<file path="config.mk">
export PLATFORM = sky130hd
export DESIGN_NAME = aln_front_flat
export DESIGN_NICKNAME = d
export VERILOG_FILES = /design/src/design/imu_gyro_accel_time_aligner_macros.svh /design/src/design/aln_pkg.sv /design/src/design/aln_in_if.sv /design/src/design/aln_front.sv /design/src/flat_wrapper.sv
export SDC_FILE = /design/constraint.sdc
export NUM_CORES = 1
export LEC_CHECK = 0
export ABC_AREA = 0
export BUFFER_PORTS_ARGS = -buffer_cell sky130_fd_sc_hd__buf_2
export CELL_PAD_IN_SITES_DETAIL_PLACEMENT = 2
export CELL_PAD_IN_SITES_GLOBAL_PLACEMENT = 2
export CORE_MARGIN = 10
export CORE_UTILIZATION = 41
export DETAILED_ROUTE_END_ITERATION = 8
export PLACE_DENSITY_LB_ADDON = 0.1
export SLEW_MARGIN = 20
export SYNTH_ARGS = -nofsm -noshare
export SYNTH_HDL_FRONTEND = slang
export SYNTH_SLANG_ARGS = --single-unit
</file>
<file path="constraint.sdc">
create_clock -name clk -period 48.3 [get_ports clk]
set_clock_uncertainty 0.05 [all_clocks]
set_input_delay 2.415 -clock clk [delete_from_list [all_inputs] [get_ports clk]]
set_output_delay 2.415 -clock clk [all_outputs]
set_load 0.01 [all_outputs]
</file>
<file path="src/design/imu_gyro_accel_time_aligner_macros.svh">
// Assertion macros used by the time aligner back end.
`ifndef IMU_GYRO_ACCEL_TIME_ALIGNER_MACROS_SVH
`define IMU_GYRO_ACCEL_TIME_ALIGNER_MACROS_SVH
`ifndef SYNTH
`define ALN_ASSERT(lbl, prop, msg) \
  lbl: assert property (@(posedge clk) disable iff (!rst_n) prop) else $error(msg);
`define ALN_NEVER(lbl, cond, msg) \
  lbl: assert property (@(posedge clk) disable iff (!rst_n) !(cond)) else $error(msg);
`else
`define ALN_ASSERT(lbl, prop, msg)
`define ALN_NEVER(lbl, cond, msg)
`endif
`endif

</file>
<file path="src/design/aln_pkg.sv">
// Types, constants and helpers of the gyro/accel time aligner.
package aln_pkg;

  localparam int GYRO_DEPTH  = 16;
  localparam int VALUE_WIDTH = 32;
  localparam int MAX_RESULTS = 16;
  localparam int HW          = $clog2(GYRO_DEPTH);
  localparam int CW          = $clog2(GYRO_DEPTH + 1);
  localparam int NW          = $clog2(MAX_RESULTS + 1);
  localparam int TW          = 62;
  localparam int WW          = 16;

  typedef enum logic [1:0] {
    OP_GYRO     = 2'd0,
    OP_ACCEL    = 2'd1,
    OP_COMBINED = 2'd2,
    OP_UNUSED   = 2'd3
  } op_t;

  typedef enum logic [2:0] {
    ST_IDLE,
    ST_PASS,
    ST_DROP,
    ST_CHECK,
    ST_DIV,
    ST_MUL,
    ST_ADD
  } st_t;

  typedef struct packed {
    logic [1:0]         op;
    logic [TW-1:0]      sample_time;
    logic signed [31:0] accel_x;
    logic signed [31:0] accel_y;
    logic signed [31:0] accel_z;
    logic signed [31:0] gyro_x;
    logic signed [31:0] gyro_y;
    logic signed [31:0] gyro_z;
  } in_item_t;

  typedef struct packed {
    logic [TW-1:0]      out_time;
    logic signed [31:0] out_accel_x;
    logic signed [31:0] out_accel_y;
    logic signed [31:0] out_accel_z;
    logic signed [31:0] out_gyro_x;
    logic signed [31:0] out_gyro_y;
    logic signed [31:0] out_gyro_z;
    logic               last_of_run;
  } out_item_t;

  // classified command handed from front to back
  typedef struct packed {
    logic     valid;
    in_item_t item;
  } cmd_t;

  function automatic logic signed [31:0] sext_val(input logic [31:0] raw);
    logic signed [VALUE_WIDTH-1:0] v;
    v = raw[VALUE_WIDTH-1:0];
    return 32'(v);
  endfunction

endpackage

</file>
<file path="src/design/aln_in_if.sv">
// Input channel interface of the time aligner.
interface aln_in_if;
  import aln_pkg::*;
  logic     valid;
  logic     ready;
  in_item_t data;
  modport source (output valid, output data, input ready);
  modport sink (input valid, input data, output ready);
endinterface

</file>
<file path="src/design/aln_front.sv">
// Front end: accepts input words, drops unused codes, queues commands.
module aln_front (
  input  logic          clk,
  input  logic          rst_n,
  aln_in_if.sink        in_if,
  output aln_pkg::cmd_t cmd,
  input  logic          cmd_pop
);
  import aln_pkg::*;

  in_item_t   mem_r [2];
  logic       wp_r, wp_nxt;
  logic       rp_r, rp_nxt;
  logic [1:0] cnt_r, cnt_nxt;
  logic       push;

  assign in_if.ready = (cnt_r != 2'd2);
  assign push = in_if.valid && in_if.ready && (in_if.data.op != OP_UNUSED);

  always_comb begin
    wp_nxt  = push ? ~wp_r : wp_r;
    rp_nxt  = cmd_pop ? ~rp_r : rp_r;
    cnt_nxt = cnt_r + 2'(push) - 2'(cmd_pop);
  end

  always_ff @(posedge clk) begin
    if (!rst_n) begin
      wp_r  <= 1'b0;
      rp_r  <= 1'b0;
      cnt_r <= 2'd0;
    end else begin
      wp_r  <= wp_nxt;
      rp_r  <= rp_nxt;
      cnt_r <= cnt_nxt;
    end
  end

  always_ff @(posedge clk) begin
    if (push) begin
      mem_r[wp_r] <= in_if.data;
    end
  end

  assign cmd.valid = (cnt_r != 2'd0);
  assign cmd.item  = mem_r[rp_r];

endmodule

</file>
<file path="src/flat_wrapper.sv">
// flat-port wrapper written by rule: the top's interface ports become plain ports
module aln_front_flat import aln_pkg::*;
  (clk, rst_n, cmd, cmd_pop, in_if_valid, in_if_data, in_if_ready);
  aln_in_if in_if_i ();
  input  logic clk;
  input  logic rst_n;
  output aln_pkg::cmd_t cmd;
  input  logic cmd_pop;
  input wire logic [$bits(in_if_i.valid)-1:0] in_if_valid;
  input wire logic [$bits(in_if_i.data)-1:0] in_if_data;
  output wire logic [$bits(in_if_i.ready)-1:0] in_if_ready;
  assign in_if_i.valid = in_if_valid;
  assign in_if_i.data = in_if_data;
  assign in_if_ready = in_if_i.ready;
  aln_front u_core (.clk(clk), .rst_n(rst_n), .in_if(in_if_i), .cmd(cmd), .cmd_pop(cmd_pop));
endmodule
</file>
### Word level (Yosys, flattened, before mapping)

Memories as Yosys holds them, arrays and structs flattened. A register that Yosys moved wholly into a read port is not among the register bits.
Cells that the tools add are included.

* $add $sub $neg: 2
* reduce and logical (&&, ||, !) cells: 3
* muxes and demuxes: 4
* divide/modulo/power cells: 0
* bitwise logic cells: 2
* magnitude comparators: 0
* multipliers: 0
* eq/ne operators: 2
* shift operators: 0

Operators with widths (number)
* $mux W1: 4
* $ne A2 B2 Y1 const B: 2
* $add A2 B1 Y2: 1
* $logic_and A1 B1 Y1: 2
* $not A1 Y1: 2
* $reduce_bool A2 Y1: 1
* $sub A2 B1 Y2: 1

* bits in registers: 4
* input bits: 260
* bits in read-only memories: 0
* RAM bits: 512
* logic and storage cells: 17
* memories: 1
* output and inout bits: 258
* bits in latches: 0

Memory list
* u_core.mem_r: words 2, bits a word 256, rd ports 1, clocked after Yosys merged registers in 1, wr ports 1, line aln_front.sv:11 `in_item_t mem_r [2];`

### Depth between registers and ports, before layout

* depth after elaboration: 5
* gate-level depth with buffers: 5
* gate-level depth less buffers: 5

### Least setup slack after synthesis

Ideal clock, no wire load.

* kind: input -> register
* start point: input port in_if_valid
* end point: memory u_core.mem_r[1][0] in the netlist's numbering (enable)
* data required time: 47.014 ns
* arrival time: 21.090 ns
* path buffers: 0
* stages: 2
* slack: 25.924 ns
* library setup time: 1.236 ns
* cells stage by stage: a21bo_2 -> nor3b_1

* cells in the longest elaborated chain, start to end: 4

RTL lines
* start: declaration: line flat_wrapper.sv:9 `input wire logic [$bits(in_if_i.valid)-1:0] in_if_valid;`
* $logic_and A1 B1 Y1 (2 in a row): line aln_front.sv:18 `assign push = in_if.valid && in_if.ready && (in_if.data.op != OP_UNUSED);`
* $mux W1: line aln_front.sv:39 `if (push) begin`
* $mux W1 (implied by the code): line aln_front.sv:40 `mem_r[wp_r] <= in_if.data;`
* end: declaration: line aln_front.sv:11

Every way passes these cells.

==> impl_metrics.env <==
export IMPL_cts_resized=0
export IMPL_synth_area_leaders="edfxtp_1 82%, mux2_2 15%, buf_6 1.3%"
export IMPL_synth_cells=823
export IMPL_route_detailed_drc=0
export IMPL_switchingPower_mw=0.2517
export IMPL_finalCritPeriodShare=0.1161
export IMPL_period_needed_ns=5.606
export IMPL_nets=1641
export IMPL_clock_sinks=517
export IMPL_area_growth_pct=26.83
export IMPL_drt_wl_total_um=55600
export IMPL_worstPathArrival_ns=3.14
export IMPL_clock_path_buffers=3
export IMPL_yosysSeqAreaShare=0.8233
export IMPL_seq_power_share=0.497
export IMPL_ys_flop_type="edfxtp_1"
export IMPL_drtIter0Drc=587
export IMPL_cp_max_fo=72
export IMPL_coreArea_um2=45380
export IMPL_dieArea_um2=54810
export IMPL_routabilityCongestion=0.7359
export IMPL_num_fill_cells=4076
export IMPL_max_slew_worst_pin_slew_ns=1.035
export IMPL_grt_pass1_vias=11400
export IMPL_synth_top_cell_area_share=0.8180
export IMPL_status="finished, final reports clean"
export IMPL_htreeDepth=2
export IMPL_postCtsHoldBufs=0
export IMPL_wire_per_inst_um=27.23
export IMPL_worstPathRequired_ns=45.83
export IMPL_die_y_um=234.1
export IMPL_fmax_ghz=0.1784
export IMPL_ys_warn_count=0
export IMPL_seq_area_um2=15480
export IMPL_routed_via_density=4.841
export IMPL_min_path_type="reg2reg"
export IMPL_rsz0062_at_grt="no"
export IMPL_slew_headroom=0.3097
export IMPL_cts_root_buf="clkbuf_16"
export IMPL_synth_distinct_cells=18
export IMPL_post_dp_hpwl_um=40090
export IMPL_power_density_nw_per_um2=45.57
export IMPL_yosys_top_cells_count="512 x edfxtp_1, 256 x mux2_2, 21 x buf_6, 7 x buf_4, 5 x dfxtp_1"
export IMPL_die_w_um=234.1
export IMPL_synth_fp_nets=1084
export IMPL_antenna_found_initial=29
export IMPL_boundaryPins=518
export IMPL_switching_share=0.2317
export IMPL_dp_cells=1921
export IMPL_fin_cells=2042
export IMPL_tritoncts="done"
export IMPL_reg2reg_depth=4
export IMPL_max_cap_violations=0
export IMPL_syn_area_per_cell_um2=22.84
export IMPL_whs_path_depth=2
export IMPL_synth_edff_count=512
export IMPL_crit_type="reg2out"
export IMPL_grt_max_degree=123
export IMPL_endpoint_kind="output port"
export IMPL_synth_area_um2=18800
export IMPL_vdd_drop_max_v=0.00003208
export IMPL_startpoint_type="register"
export IMPL_p_leak_nw=8.782
export IMPL_clkTransAtPathRegs_ns=0.06
export IMPL_num_rows=78
export IMPL_drt_pass1_iterations=5
export IMPL_grt_use_total=0.1962
export IMPL_ant_nets=0
export IMPL_post_cts_setup_buffer_count=0
export IMPL_setup_tns_ns=0
export IMPL_final_hold_viol_count=0
export IMPL_yosys_area_top_type="edfxtp_1"
export IMPL_combPwrFrac=0.117
export IMPL_power_internal_mw=0.8346
export IMPL_drive_above_1_share=0.6111
export IMPL_io_buffers=517
export IMPL_multi_input_area_um2=3025
export IMPL_grt_overflow=0
export IMPL_final_max_slew_viol_count=0
export IMPL_initial_core_util=0.4142
export IMPL_async_flop_share=0
export IMPL_grt_pass1_wl_um=77990
export IMPL_post_synth_top_count_cell="edfxtp_1"
export IMPL_insertion_delay_ns=0.58
export IMPL_cts_made_buffers=55
export IMPL_reg2reg_setup_slack_ns=45.52
export IMPL_p_clk_frac=0.386
export IMPL_ys_ff_latch=517
export IMPL_setup_violations=0
export IMPL_vias=9886
worst paths after layout:
check / start / to
hold reg to reg: u_core.rp_r / register
setup / recovery: register / cmd[9]
hold / removal: u_core.rp_r / register
setup reg to reg: u_core.cnt_r[0] / u_core.mem_r[1][233]
cell usage in the layout, fill, tap and decap left out, types with 2 or more instances in the layout:
cell type	n
dfxtp_1	4
bufinv_16	7
edfxtp_1	512
xnor2_1	2
buf_16	2
mux2_2	256
clkinv_1	11
diode_2	20
inv_1	3
clkbuf_1	10
o21a_1	3
clkinv_2	13
buf_4	8
buf_2	517
nor2_1	2
nor3_1	3
clkbuf_16	57
area by class of cell:
cell class | instances | area share
antenna | 20 | 0.002099
sequential | 517 | 0.6493
inverter | 3 | 0.0004724
timing repair buffer | 529 | 0.1147
tap | 600 | 0.03149
clock buffer | 67 | 0.06141
clock inverter | 32 | 0.01365
multi-input combinational | 274 | 0.1269
power groups by stage:
stage	logic (mW)	registers, mW	clock network, mW
2_1_floorplan	0.0705	0.565	0
3_3_place_gp	0.126	0.546	0
3_5_place_dp	0.129	0.550	0
4_1_cts	0.130	0.541	0.431
5_1_grt	0.137	0.543	0.446
6_report	0.127	0.540	0.420
sequential cells by signal, indices dropped and copies added (netlist names), named ones only:
register      cells
u_core.cnt_r      2
u_core.mem_r    512
u_core.rp_r       1
u_core.wp_r       1
routing by layer:
| metal | routed length (um) | vias up | track usage |
|---|---|---|---|
| li1 | - | 4433 | - |
| met1 | 18300 | 4994 | 0.1950 |
| met2 | 30590 | 348 | 0.3617 |
| met3 | 5297 | 89 | 0.08134 |
| met4 | 1268 | 22 | 0.06612 |
| met5 | 152 | - | 0 |
per-stage QoR:
stage	util	setup WS, ns	power, mW	instance area, um^2	hold WS, ns
final	0.5253	42.69	1.086	23840	0.4961
after global routing	0.5248	42.51	1.127	23810	0.5544
after CTS	0.5230	42.61	1.102	23730	0.4925
after detailed placement	0.4836	43.02	0.6784	21940	0.4694
after global placement	0.4835	43.04	0.6720	21940	0.4461
after floorplan	-	25.92	0.6351	18800	0.4299
critical path, stage by stage, from the launching register on:
cell and delay [ns]:
dfxtp_4 0.92, buf_4 0.89, mux2_2 0.44, buf_2 0.15
cells by family (layout without fill, tap and decap cells):
| family | count (synthesis) | count (layout) | synth area share |
|---|---|---|---|
| compound gates | 5 | 5 | 0.002197 |
| xor+xnor | 2 | 2 | 0.0009321 |
| fa+ha+maj | 1 | 1 | 0.0006656 |
| buf+inv | 32 | 631 | 0.01624 |
| flops | 517 | 517 | 0.8233 |
| mux | 256 | 256 | 0.1534 |
| other cells | 0 | 20 | 0 |
| simple gates | 10 | 10 | 0.003262 |
Power figures use the tool's default switching activity.
